--- config.mk ---
export PLATFORM = sky130hd
export DESIGN_NAME = murmur2_160_hash_top
export DESIGN_NICKNAME = d
export VERILOG_FILES = /design/src/mm160_pkg.sv /design/src/murmur2_160_hash_top.sv /design/src/mm160_ucode_rom.sv /design/src/mm160_datapath.sv /design/src/mm160_sequencer.sv
export SDC_FILE = /design/constraint.sdc
export NUM_CORES = 2
export LEC_CHECK = 0
export ABC_AREA = 1
export BUFFER_PORTS_ARGS = -buffer_cell sky130_fd_sc_hd__buf_2
export CORE_MARGIN = 2
export CORE_UTILIZATION = 55
export CTS_CLUSTER_SIZE = 8
export DETAILED_ROUTE_END_ITERATION = 10
export PLACE_DENSITY = 0.74
export SLEW_MARGIN = 5
export SYNTH_ARGS = -nofsm -noshare
export SYNTH_HDL_FRONTEND = slang
export SYNTH_SLANG_ARGS = --single-unit
--- constraint.sdc ---
create_clock -name clk -period 18.3 [get_ports clk]
set_input_delay 0.915 -clock clk [delete_from_list [all_inputs] [get_ports clk]]
set_output_delay 0.915 -clock clk [all_outputs]
set_load 0.05 [all_outputs]
--- src/mm160_pkg.sv ---
// ----------------------------------------------------------------------------
// mm160_pkg
// Shared types, constants and microcode encodings for the 160-bit
// five-lane MurmurHash2 engine.
// ----------------------------------------------------------------------------
package mm160_pkg;

  localparam int unsigned LANES  = 5;
  localparam int unsigned LANE_W = 3;
  localparam int unsigned PC_W   = 5;

  localparam logic [PC_W-1:0] PC_MIX  = 5'd0;
  localparam logic [PC_W-1:0] PC_TAIL = 5'd8;
  localparam logic [PC_W-1:0] PC_FIN  = 5'd14;

  localparam logic [31:0] MUL0 = 32'h5bd1e995;
  localparam logic [31:0] MUL1 = 32'h19D699A5;
  localparam logic [31:0] MUL2 = 32'hB11924E1;
  localparam logic [31:0] MUL3 = 32'h16118B03;
  localparam logic [31:0] MUL4 = 32'h53C93455;

  localparam int unsigned MIX_SHIFT   = 24;
  localparam int unsigned FIN_SHIFT_A = 13;
  localparam int unsigned FIN_SHIFT_B = 15;

  typedef enum logic [2:0] {
    SRC_NONE,
    SRC_WORD,
    SRC_KMIX,
    SRC_LANE,
    SRC_TAIL,
    SRC_FIN
  } mul_src_t;

  typedef enum logic [2:0] {
    WB_NONE,
    WB_K,
    WB_MIX,
    WB_PLAIN,
    WB_FIN
  } wb_op_t;

  typedef enum logic [1:0] {
    SEQ_NEXT,
    SEQ_END,
    SEQ_BRANCH,
    SEQ_EMIT
  } seq_op_t;

  typedef struct packed {
    mul_src_t          mul_src;
    logic [LANE_W-1:0] mul_lane;
    wb_op_t            wb_op;
    logic [LANE_W-1:0] wb_lane;
    seq_op_t           seq_op;
  } ucode_t;

  localparam ucode_t CTRL_NOP = '{SRC_NONE, 3'd0, WB_NONE, 3'd0, SEQ_END};

  typedef struct packed {
    logic        start;
    logic        first;
    logic [31:0] word;
    logic [31:0] tail;
    logic [31:0] base;
  } load_t;

  typedef struct packed {
    logic [31:0] hash_word0;
    logic [31:0] hash_word1;
    logic [31:0] hash_word2;
    logic [31:0] hash_word3;
    logic [31:0] hash_word4;
    logic [31:0] folded_hash;
  } hash_t;

  function automatic logic [31:0] lane_mul(input logic [LANE_W-1:0] idx);
    logic [31:0] m;
    unique case (idx)
      3'd0:    m = MUL0;
      3'd1:    m = MUL1;
      3'd2:    m = MUL2;
      3'd3:    m = MUL3;
      3'd4:    m = MUL4;
      default: m = 32'd0;
    endcase
    return m;
  endfunction

endpackage

--- src/murmur2_160_hash_top.sv ---
// ----------------------------------------------------------------------------
// murmur2_160_hash_top
// 160-bit five-lane MurmurHash2 engine with an APB seed register.
//
// A message is sent as requests on the input channel, one little-endian
// 32-bit word per request. The first request carries the total length in
// bytes and starts the five lanes from seed XOR length. The last request
// may hold one to three tail bytes; it produces one request on the output
// channel with the five hash words and their XOR fold. Requests that are
// neither first nor inside an open message are taken and dropped.
// The engine works on one request at a time on a single shared multiplier,
// run by a microcoded step counter; the input stays not ready until the
// counter has finished the current request. A last request runs the mix
// program for a full word, the tail program for tail bytes or neither,
// then the finalisation program and the emit step. The result
// sits in an output register, so the next message can start while it waits;
// only a second result stalls the engine on its emit step until the
// receiver takes the first.
// Reset clears the seed, closes any open message and empties the output.
// ----------------------------------------------------------------------------
module murmur2_160_hash_top (
  input  logic        clk,
  input  logic        rst,
  input  logic        psel,
  input  logic        penable,
  input  logic        pwrite,
  input  logic [2:0]  paddr,
  input  logic [31:0] pwdata,
  output logic [31:0] prdata,
  output logic        pready,
  input  logic        in_valid,
  output logic        in_ready,
  input  logic [31:0] data_word,
  input  logic [2:0]  byte_count,
  input  logic        first_item,
  input  logic        last_item,
  input  logic [31:0] message_length,
  output logic        out_valid,
  input  logic        out_ready,
  output logic [31:0] hash_word0,
  output logic [31:0] hash_word1,
  output logic [31:0] hash_word2,
  output logic [31:0] hash_word3,
  output logic [31:0] hash_word4,
  output logic [31:0] folded_hash
);

  logic                       seed;
  logic [31:0]                seed_reg;
  logic                       in_message;
  logic                       accept;
  logic                       busy;
  logic                       emit;
  logic                       out_free;
  logic [31:0]                tail_mask;
  logic [mm160_pkg::PC_W-1:0] entry;
  mm160_pkg::load_t           load;
  mm160_pkg::ucode_t          ctrl;
  mm160_pkg::hash_t           hash;
  mm160_pkg::hash_t           result;

  assign pready = 1'b1;
  assign seed   = (paddr[2] == 1'b0);
  assign prdata = seed ? seed_reg : 32'd0;

  always_ff @(posedge clk) begin
    if (rst) begin
      seed_reg <= 32'd0;
    end else if (psel && penable && pwrite && seed) begin
      seed_reg <= pwdata;
    end
  end

  assign in_ready = !busy;
  assign accept   = in_valid && in_ready;
  assign out_free = !out_valid || out_ready;

  always_comb begin
    unique case (byte_count)
      3'd1:    tail_mask = 32'h0000_00FF;
      3'd2:    tail_mask = 32'h0000_FFFF;
      3'd3:    tail_mask = 32'h00FF_FFFF;
      default: tail_mask = 32'd0;
    endcase
  end

  always_comb begin
    priority if (!last_item || byte_count >= 3'd4) begin
      entry = mm160_pkg::PC_MIX;
    end else if (byte_count != 3'd0) begin
      entry = mm160_pkg::PC_TAIL;
    end else begin
      entry = mm160_pkg::PC_FIN;
    end
  end

  assign load.start = accept && (first_item || in_message);
  assign load.first = first_item;
  assign load.word  = data_word;
  assign load.tail  = data_word & tail_mask;
  assign load.base  = seed_reg ^ message_length;

  always_ff @(posedge clk) begin
    if (rst) begin
      in_message <= 1'b0;
    end else if (load.start) begin
      in_message <= !last_item;
    end
  end

  mm160_sequencer u_seq (
    .clk        (clk),
    .rst        (rst),
    .start      (load.start),
    .start_last (last_item),
    .entry      (entry),
    .out_free   (out_free),
    .busy       (busy),
    .emit       (emit),
    .ctrl       (ctrl)
  );

  mm160_datapath u_dp (
    .clk  (clk),
    .load (load),
    .ctrl (ctrl),
    .hash (hash)
  );

  always_ff @(posedge clk) begin
    if (rst) begin
      out_valid <= 1'b0;
    end else if (emit) begin
      out_valid <= 1'b1;
    end else if (out_ready) begin
      out_valid <= 1'b0;
    end
  end

  always_ff @(posedge clk) begin
    if (emit) begin
      result <= hash;
    end
  end

  assign hash_word0  = result.hash_word0;
  assign hash_word1  = result.hash_word1;
  assign hash_word2  = result.hash_word2;
  assign hash_word3  = result.hash_word3;
  assign hash_word4  = result.hash_word4;
  assign folded_hash = result.folded_hash;

endmodule

--- src/mm160_ucode_rom.sv ---
// ----------------------------------------------------------------------------
// mm160_ucode_rom
// Control store: one control word per step of the mix, tail and
// finalisation programs.
// ----------------------------------------------------------------------------
module mm160_ucode_rom (
  input  logic [mm160_pkg::PC_W-1:0] pc,
  output mm160_pkg::ucode_t          ctrl
);

  always_comb begin
    unique case (pc)
      5'd0:  ctrl = '{mm160_pkg::SRC_WORD, 3'd0, mm160_pkg::WB_NONE,  3'd0, mm160_pkg::SEQ_NEXT};
      5'd1:  ctrl = '{mm160_pkg::SRC_KMIX, 3'd0, mm160_pkg::WB_NONE,  3'd0, mm160_pkg::SEQ_NEXT};
      5'd2:  ctrl = '{mm160_pkg::SRC_LANE, 3'd0, mm160_pkg::WB_K,     3'd0, mm160_pkg::SEQ_NEXT};
      5'd3:  ctrl = '{mm160_pkg::SRC_LANE, 3'd1, mm160_pkg::WB_MIX,   3'd0, mm160_pkg::SEQ_NEXT};
      5'd4:  ctrl = '{mm160_pkg::SRC_LANE, 3'd2, mm160_pkg::WB_MIX,   3'd1, mm160_pkg::SEQ_NEXT};
      5'd5:  ctrl = '{mm160_pkg::SRC_LANE, 3'd3, mm160_pkg::WB_MIX,   3'd2, mm160_pkg::SEQ_NEXT};
      5'd6:  ctrl = '{mm160_pkg::SRC_LANE, 3'd4, mm160_pkg::WB_MIX,   3'd3, mm160_pkg::SEQ_NEXT};
      5'd7:  ctrl = '{mm160_pkg::SRC_NONE, 3'd0, mm160_pkg::WB_MIX,   3'd4, mm160_pkg::SEQ_BRANCH};
      5'd8:  ctrl = '{mm160_pkg::SRC_TAIL, 3'd0, mm160_pkg::WB_NONE,  3'd0, mm160_pkg::SEQ_NEXT};
      5'd9:  ctrl = '{mm160_pkg::SRC_TAIL, 3'd1, mm160_pkg::WB_PLAIN, 3'd0, mm160_pkg::SEQ_NEXT};
      5'd10: ctrl = '{mm160_pkg::SRC_TAIL, 3'd2, mm160_pkg::WB_PLAIN, 3'd1, mm160_pkg::SEQ_NEXT};
      5'd11: ctrl = '{mm160_pkg::SRC_TAIL, 3'd3, mm160_pkg::WB_PLAIN, 3'd2, mm160_pkg::SEQ_NEXT};
      5'd12: ctrl = '{mm160_pkg::SRC_TAIL, 3'd4, mm160_pkg::WB_PLAIN, 3'd3, mm160_pkg::SEQ_NEXT};
      5'd13: ctrl = '{mm160_pkg::SRC_NONE, 3'd0, mm160_pkg::WB_PLAIN, 3'd4, mm160_pkg::SEQ_NEXT};
      5'd14: ctrl = '{mm160_pkg::SRC_FIN,  3'd0, mm160_pkg::WB_NONE,  3'd0, mm160_pkg::SEQ_NEXT};
      5'd15: ctrl = '{mm160_pkg::SRC_FIN,  3'd1, mm160_pkg::WB_FIN,   3'd0, mm160_pkg::SEQ_NEXT};
      5'd16: ctrl = '{mm160_pkg::SRC_FIN,  3'd2, mm160_pkg::WB_FIN,   3'd1, mm160_pkg::SEQ_NEXT};
      5'd17: ctrl = '{mm160_pkg::SRC_FIN,  3'd3, mm160_pkg::WB_FIN,   3'd2, mm160_pkg::SEQ_NEXT};
      5'd18: ctrl = '{mm160_pkg::SRC_FIN,  3'd4, mm160_pkg::WB_FIN,   3'd3, mm160_pkg::SEQ_NEXT};
      5'd19: ctrl = '{mm160_pkg::SRC_NONE, 3'd0, mm160_pkg::WB_FIN,   3'd4, mm160_pkg::SEQ_NEXT};
      5'd20: ctrl = '{mm160_pkg::SRC_NONE, 3'd0, mm160_pkg::WB_NONE,  3'd0, mm160_pkg::SEQ_EMIT};
      default: ctrl = mm160_pkg::CTRL_NOP;
    endcase
  end

endmodule

--- src/mm160_datapath.sv ---
// ----------------------------------------------------------------------------
// mm160_datapath
// Five lane registers, the mixed-word register and one shared 32x32
// multiplier with a registered product, steered by the control word.
// ----------------------------------------------------------------------------
module mm160_datapath (
  input  logic               clk,
  input  mm160_pkg::load_t   load,
  input  mm160_pkg::ucode_t  ctrl,
  output mm160_pkg::hash_t   hash
);

  logic [31:0] lane [mm160_pkg::LANES];
  logic [31:0] word;
  logic [31:0] tail;
  logic [31:0] prod;
  logic [31:0] kmix;
  logic [31:0] mul_a;
  logic [31:0] mul_b;
  logic [31:0] mul_lo;
  logic [31:0] lane_rd;
  logic [31:0] lane_nx;
  logic [mm160_pkg::LANE_W-1:0] nx_idx;
  logic [31:0] wb_val;

  function automatic logic [31:0] pick(input logic [31:0] l0, input logic [31:0] l1,
                                       input logic [31:0] l2, input logic [31:0] l3,
                                       input logic [31:0] l4,
                                       input logic [mm160_pkg::LANE_W-1:0] idx);
    logic [31:0] v;
    unique case (idx)
      3'd0:    v = l0;
      3'd1:    v = l1;
      3'd2:    v = l2;
      3'd3:    v = l3;
      3'd4:    v = l4;
      default: v = 32'd0;
    endcase
    return v;
  endfunction

  assign lane_rd = pick(lane[0], lane[1], lane[2], lane[3], lane[4], ctrl.mul_lane);
  assign nx_idx  = (ctrl.wb_lane >= 3'd4) ? 3'd0 : ctrl.wb_lane + 3'd1;
  assign lane_nx = pick(lane[0], lane[1], lane[2], lane[3], lane[4], nx_idx);

  always_comb begin
    unique case (ctrl.mul_src)
      mm160_pkg::SRC_WORD: mul_a = word;
      mm160_pkg::SRC_KMIX: mul_a = prod ^ (prod >> mm160_pkg::MIX_SHIFT);
      mm160_pkg::SRC_LANE: mul_a = lane_rd;
      mm160_pkg::SRC_TAIL: mul_a = lane_rd ^ tail;
      mm160_pkg::SRC_FIN:  mul_a = lane_rd ^ (lane_rd >> mm160_pkg::FIN_SHIFT_A);
      default:             mul_a = 32'd0;
    endcase
  end

  assign mul_b  = mm160_pkg::lane_mul(ctrl.mul_lane);
  assign mul_lo = mul_a * mul_b;

  always_comb begin
    unique case (ctrl.wb_op)
      mm160_pkg::WB_MIX:   wb_val = prod ^ kmix ^ lane_nx;
      mm160_pkg::WB_FIN:   wb_val = prod ^ (prod >> mm160_pkg::FIN_SHIFT_B);
      default:             wb_val = prod;
    endcase
  end

  always_ff @(posedge clk) begin
    prod <= mul_lo;
    if (ctrl.wb_op == mm160_pkg::WB_K) begin
      kmix <= prod;
    end
    if (load.start) begin
      word <= load.word;
      tail <= load.tail;
      if (load.first) begin
        lane[0] <= load.base;
        lane[1] <= load.base ^ mm160_pkg::MUL1;
        lane[2] <= load.base ^ mm160_pkg::MUL2;
        lane[3] <= load.base ^ mm160_pkg::MUL3;
        lane[4] <= load.base ^ mm160_pkg::MUL4;
      end
    end else if (ctrl.wb_op == mm160_pkg::WB_MIX || ctrl.wb_op == mm160_pkg::WB_PLAIN ||
                 ctrl.wb_op == mm160_pkg::WB_FIN) begin
      if (ctrl.wb_lane < 3'd5) begin
        lane[ctrl.wb_lane] <= wb_val;
      end
    end
  end

  always_comb begin
    hash.hash_word0  = lane[0] ^ lane[1] ^ lane[2] ^ lane[3] ^ lane[4];
    hash.hash_word1  = lane[1] ^ lane[0];
    hash.hash_word2  = lane[2] ^ lane[0];
    hash.hash_word3  = lane[3] ^ lane[0];
    hash.hash_word4  = lane[4] ^ lane[0];
    hash.folded_hash = hash.hash_word0 ^ hash.hash_word1 ^ hash.hash_word2 ^
                       hash.hash_word3 ^ hash.hash_word4;
  end

endmodule

--- src/mm160_sequencer.sv ---
// ----------------------------------------------------------------------------
// mm160_sequencer
// Step counter over the control store, with the branch from mixing into
// finalisation and the hold on the emit step while the output is full.
// ----------------------------------------------------------------------------
module mm160_sequencer (
  input  logic                       clk,
  input  logic                       rst,
  input  logic                       start,
  input  logic                       start_last,
  input  logic [mm160_pkg::PC_W-1:0] entry,
  input  logic                       out_free,
  output logic                       busy,
  output logic                       emit,
  output mm160_pkg::ucode_t          ctrl
);

  logic [mm160_pkg::PC_W-1:0] pc;
  logic                       last;
  mm160_pkg::ucode_t          rom_word;

  mm160_ucode_rom u_rom (
    .pc   (pc),
    .ctrl (rom_word)
  );

  assign ctrl = busy ? rom_word : mm160_pkg::CTRL_NOP;
  assign emit = busy && (rom_word.seq_op == mm160_pkg::SEQ_EMIT) && out_free;

  always_ff @(posedge clk) begin
    if (rst) begin
      busy <= 1'b0;
      pc   <= '0;
      last <= 1'b0;
    end else if (start) begin
      busy <= 1'b1;
      pc   <= entry;
      last <= start_last;
    end else if (busy) begin
      unique case (rom_word.seq_op)
        mm160_pkg::SEQ_NEXT: pc <= pc + 5'd1;
        mm160_pkg::SEQ_END:  busy <= 1'b0;
        mm160_pkg::SEQ_BRANCH: begin
          if (last) begin
            pc <= mm160_pkg::PC_FIN;
          end else begin
            busy <= 1'b0;
          end
        end
        mm160_pkg::SEQ_EMIT: begin
          if (out_free) begin
            busy <= 1'b0;
          end
        end
        default: busy <= 1'b0;
      endcase
    end
  end

endmodule

=== Yosys cells after proc, flatten, opt, wreduce, memory -nomap -nowiden ===
Memories as Yosys holds them, arrays and structs flattened. A register that Yosys moved wholly into a read port is not among the register bits.
Index checks and enable logic that the tools add are counted.
Widths: inputs -> output; s select.

* Reductions and logical operators: 24
* Equal/unequal tests: 24
* Bitwise operators: 24
* Mux-type cells: 34
* Magnitude comparators: 3
* $add $sub $neg: 2
* Multiply operators: 1

{| class="wikitable"
|+ Operator list
! cell !! count
|-
| $pmux 32 s5 || 4
|-
| $xor 32x32->32 || 15
|-
| $pmux 24 s3 || 1
|-
| $mux 32 || 2
|-
| $pmux 32 s2 || 1
|-
| $and 32x32->32 || 1
|-
| $mul 32x32->32 || 1
|-
| $reduce_or 32->1 || 1
|-
| $xor 32x17->32 || 1
|-
| $xor 32x19->32 || 1
|-
| $xor 32x8->32 || 1
|-
| $eq 3x2->1 const B || 10
|-
| $mux 5 || 5
|-
| $not 16->16 || 1
|-
| $eq 3x1->1 const B || 5
|-
| $eq 3x3->1 const B || 5
|-
| $not 15->15 || 1
|-
| $mux 1 || 14
|-
| $mux 14 || 1
|-
| $not 13->13 || 1
|-
| $not 11->11 || 1
|-
| $pmux 5 s2 || 1
|-
| $mux 3 || 3
|-
| $logic_and 1x1->1 || 7
|-
| 17 further kinds || 28
|}

* Bits in read-only memories: 448
* Output and inout port bits: 227
* Memories kept: 2
* RAM bits: 160
* Word-level logic and storage cells: 130
* Bits in registers: 361

{| class="wikitable"
|+ Memory list
! name !! words !! width !! rd ports !! clocked after memory_dff !! write ports !! RTL line !! RTL
|-
| (no name shown) || 32 || 14 || 1 || 1 || 0 || mm160_ucode_rom.sv:12 || <nowiki>unique case (pc)</nowiki>
|-
| u_dp.lane || 5 || 32 || 5 || 0 || 5 || mm160_datapath.sv:13 || <nowiki>logic [31:0] lane [mm160_pkg::LANES];</nowiki>
|}

=== Logic depth before layout (Yosys ltp) ===
* Depth in word-level cells: 9
* Depth in mapped cells: 45
* Depth with buffers taken out: 44

=== Modules after synthesis ===
From an unflattened synthesis, not the netlist that was laid out.

* Cell total of the unflattened synthesis: 4903
* Area total of the unflattened synthesis: 42699.7 um2

{| class="wikitable"
|+ Modules (own cells, without submodules)
! module !! times used !! area each (um2) !! sequential area each (um2) !! cells each
|-
| mm160_datapath || 1 || 33669.8 || 8328.0 || 4159
|-
| murmur2_160_hash_top || 1 || 8090.3 || 6446.2 || 578
|-
| mm160_sequencer || 1 || 528.0 || 140.1 || 87
|-
| mm160_ucode_rom || 1 || 411.6 || 0.0 || 79
|}

=== Least setup slack after synthesis ===
No wires, ideal clock.

* Kind: input port to flip-flop
* Start: input out_ready
* End: register result, in the netlist folded_hash[0], enable pin
* Required time: 17.547 ns
* Data arrival time: 8.948 ns
* Library setup time: 0.753 ns
* Stages: 2
* Slack: 8.599 ns
* Buffers on the path: 0
* Cells stage by stage: nor2_1 nor2_1

* Longest elaborated chain between the ends: 2

{| class="wikitable"
|+ RTL lines
! item !! RTL line !! RTL
|-
| start: declaration || murmur2_160_hash_top.sv:39 || <nowiki>input logic out_ready,</nowiki>
|-
| $logic_or 1x1->1 || murmur2_160_hash_top.sv:76 || <nowiki>assign out_free = !out_valid || out_ready;</nowiki>
|-
| $logic_and 1x1->1 || mm160_sequencer.sv:28 || <nowiki>assign emit = busy && (rom_word.seq_op == mm160_pkg::SEQ_EMIT) && out_free;</nowiki>
|-
| named net emit || murmur2_160_hash_top.sv:53 || <nowiki>logic emit;</nowiki>
|-
| end signal: assignment || murmur2_160_hash_top.sv:142 || <nowiki>result <= hash;</nowiki>
|-
| end: declaration || murmur2_160_hash_top.sv:60 || <nowiki>mm160_pkg::hash_t result;</nowiki>
|}

The timed path passes the listed nets, and every way through them passes these cells.
A chain may end at the register's enable or synchronous reset.

=== Final worst setup path ===
* Start: register u_seq.busy
* End: register u_dp.prod[23]

* Longest elaborated chain between the ends: 6
* Elaborated cells on any way between the ends: 17

{| class="wikitable"
|+ RTL lines
! item !! RTL line !! RTL
|-
| start: declaration || mm160_sequencer.sv:13 || <nowiki>output logic busy,</nowiki>
|-
| start signal: assignment || mm160_sequencer.sv:32 || <nowiki>busy <= 1'b0;</nowiki>
|-
| start signal: assignment || mm160_sequencer.sv:36 || <nowiki>busy <= 1'b1;</nowiki>
|-
| start signal: assignment || mm160_sequencer.sv:42 || <nowiki>mm160_pkg::SEQ_END: busy <= 1'b0;</nowiki>
|-
| $mux 14 (*) || mm160_sequencer.sv:27 || <nowiki>assign ctrl = busy ? rom_word : mm160_pkg::CTRL_NOP;</nowiki>
|-
| $eq 3x3->1 (tied with other cells) || mm160_pkg.sv:79, mm160_datapath.sv:31 ||
|-
| $pmux 32 s5 || mm160_datapath.sv:31 || <nowiki>unique case (idx)</nowiki>
|-
| $xor 32x19->32 / $xor 32x32->32 (equally long branches) || mm160_datapath.sv:52, mm160_datapath.sv:51 ||
|-
| $pmux 32 s5 || mm160_datapath.sv:47 || <nowiki>unique case (ctrl.mul_src)</nowiki>
|-
| $mul 32x32->32 (*) || mm160_datapath.sv:58 || <nowiki>assign mul_lo = mul_a * mul_b;</nowiki>
|-
| named net u_dp.mul_lo[23] || mm160_datapath.sv:20 || <nowiki>logic [31:0] mul_lo;</nowiki>
|-
| end signal: assignment || mm160_datapath.sv:69 || <nowiki>prod <= mul_lo;</nowiki>
|-
| end: declaration || mm160_datapath.sv:16 || <nowiki>logic [31:0] prod;</nowiki>
|}

Mark *: on every way through the listed nets, which the timed path passes. The rest lies on a longest branch.

==> impl_results.md <==
- Avg Cell Area, Syn: 8.99 um^2
- Clk_lat worst skew: 600 ps
- PortBufs: 334
- # setup viols final: 0
- Netlist cell types: 55
- Syn Nets: 5221
- Std-Cell Rows: 100
- Final Max Slew Viols: 0
- First-pass GRT wire length: 197 mm
- Largest net degree at the start of global routing: 81
- GRT busiest layer: met2
- Nature of the critical path endpoint: register
- Post-route setup slack: 7420 ps
- Initial antenna violation count: 7
- CORE AREA: 0.0742 mm^2
- M1 GR Usage: 44.6%
- R2R Path Start: u_seq.busy$_SDFF_PP0_
- Worst Setup EP: u_dp.prod[23]$_DFF_P_
- Pwr/cell area: 121 mW/mm^2
- Layout Utilization: 61.6%
- CTS Buf Count: 75
- Crit path max fanout: 32
- Fin Setup TNS: 0 ps
- Pre-CTS worst setup slack: 7800 ps
- Commonest non-fill, non-tap cell in the layout: inv_1
- Cell repeated most along the worst path: nor2_1
- Max FFs per register: 160
- Reg area: 0.0150 mm^2
- Netlist Area Pre-Place: 0.0411 mm^2
- Crit path time final: 10880 ps
- # resized after CTS: 0
- Critical setup path kind: register to register
- P_leak: 21.3 nW
- Share of the synthesized area in the top cell type: 32.2%
- Area Growth Syn to Fin: 11.3%
- Routed wire length: 131 mm
- Sequential area share after synthesis: 36.4%
- Filler Cells Inserted: 6155
- Dpl hpwl: 99.3 mm
- GRT Residual Overflow: 0
- Final period util: 59.5%
- Placer's final routability congestion estimate: 0.992
- Via/cell ratio: 5.65
- Flop-to-flop setup slack: 7420 ps
- CP max stage cell: nor2_1
- # nets final: 5474
- Number of synthesized flops with an enable pin: 440
- Largest register by flop count: u_dp.lane
- Post-CTS setup buffers: 0
- Fmax: 91.9 MHz
- Vias: 33122
- Commonest non-fill, non-tap cells in the layout: inv_1, nand2_1, edfxtp_1, fa_1, buf_2
- Die H: 277 um
- All-Layer GR Usage: 34.1%
- Status: finished, final reports clean
- Die X: 277 um
- DIE AREA: 0.0769 mm^2
- Max stage delay on crit path: 1000 ps
- Multi-input logic area: 0.0218 mm^2
- Top_reg_cell synth: edfxtp_1
- Critical Path RT: 18720 ps
- Cell taking the most area after synthesis: edfxtp_1
- Max-Cap Viols: 0
- CTS sink cnt: 527
- FF-to-FF End: u_dp.prod[23]$_DFF_P_
- Fraction of layout cells with a size suffix above 1: 11.1%
- Post-synth ARST share: 0%
- CTS tree: built
- RSZ-0062 raised after global routing: false
- Max-Slew Margin vs Limit: 10.1%
- CTS Buffer Depth: 3
- Iter 0 DRT Violations: 4313
- Ports: 338
- Initial Util: 55.4%
- Layout Skew: 19.3 ps
- Critical path startpoint category: register
- Htree depth: 3
- Clock transition at path regs: 50 ps
- DRC violations left: 0
- Reg2Reg Depth: 37
- Vias in the first global route: 32875
- Worst min path class: register to register
- #FFs+latches synth: 527
- Final ANT Viol Nets: 0
- Peak supply drop: 0.000127 V
- Worst Setup SP: u_seq.busy$_SDFF_PP0_
- Syn. warnings: 0
- Worst-Margin Slew: 1340 ps
- Ranking of synthesized cells by area: edfxtp_1, fa_1, inv_1, nand2_1, ha_1
- M2 GR Usage: 53.8%
- CTS Hold Bufs: 0
- Worst EP arrival: 11300 ps
- Final Hold Fails: 0
- Met3 usage: 8.48%
- Syn Inst Count: 4573
- Drt pass-1 iters: 6
- WL/cell: 22.4 um
- Root Buffer: clkbuf_16
==> power breakdown <==
group	internal, mW	leakage (nW)	switching [mW]
clock	0.796	1.05	0.520
combinational	0.942	15.5	1.71
sequential	1.42	4.73	0.125
total	3.16	21.3	2.36
==> cell usage after synthesis, drive strengths merged, types with 2 or more instances <==
cell type / number
xor2: 204
fa: 370
edfxtp: 440
o21bai: 6
nand3: 195
nand3b: 11
inv: 942
a21boi: 2
buf: 39
ha: 167
o21ai: 332
a31oi: 3
clkbuf: 162
nor2: 359
o22ai: 28
nor3: 16
nand2: 867
a221oi: 5
dfxtp: 87
nor4: 3
nand4: 6
o211ai: 3
o31ai: 2
or2: 2
a211oi: 28
a21oi: 87
xnor2: 171
clkinv: 10
a21o: 3
o221ai: 17
==> worst max-delay path, delay by kind of cell, from the launching register on <==
kind	cells	cell delay, ps
AND/OR/NAND/NOR	17	3130
adder cells (fa/ha/maj)	9	3920
buffers and inverters	7	1700
flip-flops	1	710
AO/OA/AOI/OAI	3	680
XOR/XNOR	1	500
==> area by class of cell <==
type | instances | area share (%)
Antenna cell | 7 | 0.0383
Clock buffer | 134 | 4.73
Clock inverter | 4 | 0.118
Inverter | 952 | 7.82
Multi-Input combinational cell | 2893 | 47.6
Sequential cell | 527 | 32.7
Tap cell | 969 | 2.65
Timing Repair Buffer | 377 | 4.36
==> through the flow <==
step                hold WS, ps  cell area (um^2)  power, mW  instances
finish                      459             45700       5.52       5863
global route                463             45700       5.85       5856
CTS                         447             45700       5.46       5856
detailed placement          435             43500       4.15       5718
global placement            421             43500       4.09       5718
floorplan                   408             41100       3.31       4573
==> per-layer routing <==
metal | routed length, um | part of all wire, % | vias up
met4 | 6960 | 5.3 | 6
li1 | - | - | 14687
met3 | 17000 | 13 | 424
met1 | 48100 | 37 | 15795
met2 | 59000 | 45 | 2210
met5 | 37 | 0.028 | -
==> worst min-delay path by stage <==
| stage | from | to | slack, ps | depth (start not counted) |
|---|---|---|---|---|
| global placement | u_dp.prod[23]$_DFF_P_ | u_dp.kmix[23]$_DFFE_PN_ | 420 | 0 |
| detailed placement | u_dp.prod[23]$_DFF_P_ | u_dp.kmix[23]$_DFFE_PN_ | 440 | 0 |
| finish | u_dp.prod[23]$_DFF_P_ | u_dp.kmix[23]$_DFFE_PN_ | 460 | 0 |
| CTS | u_dp.prod[23]$_DFF_P_ | u_dp.kmix[23]$_DFFE_PN_ | 450 | 0 |
| global route | u_dp.prod[23]$_DFF_P_ | u_dp.kmix[23]$_DFFE_PN_ | 460 | 0 |
| floorplan | u_dp.prod[23]$_DFF_P_ | u_dp.kmix[23]$_DFFE_PN_ | 410 | 0 |
==> kinds of logic after synthesis <==
kind of cell / Yosys count / share of synthesized area, %
XOR/XNOR: 375 / 7.99
flip-flops: 527 / 36.4
other: 1 / 0.00913
adder cells (fa/ha/maj): 537 / 23.1
AND/OR/NAND/NOR: 1459 / 14.7
AO/OA/AOI/OAI: 521 / 6.98
buffers and inverters: 1153 / 10.8
Note: power is estimated with default switching activity, not from simulation.
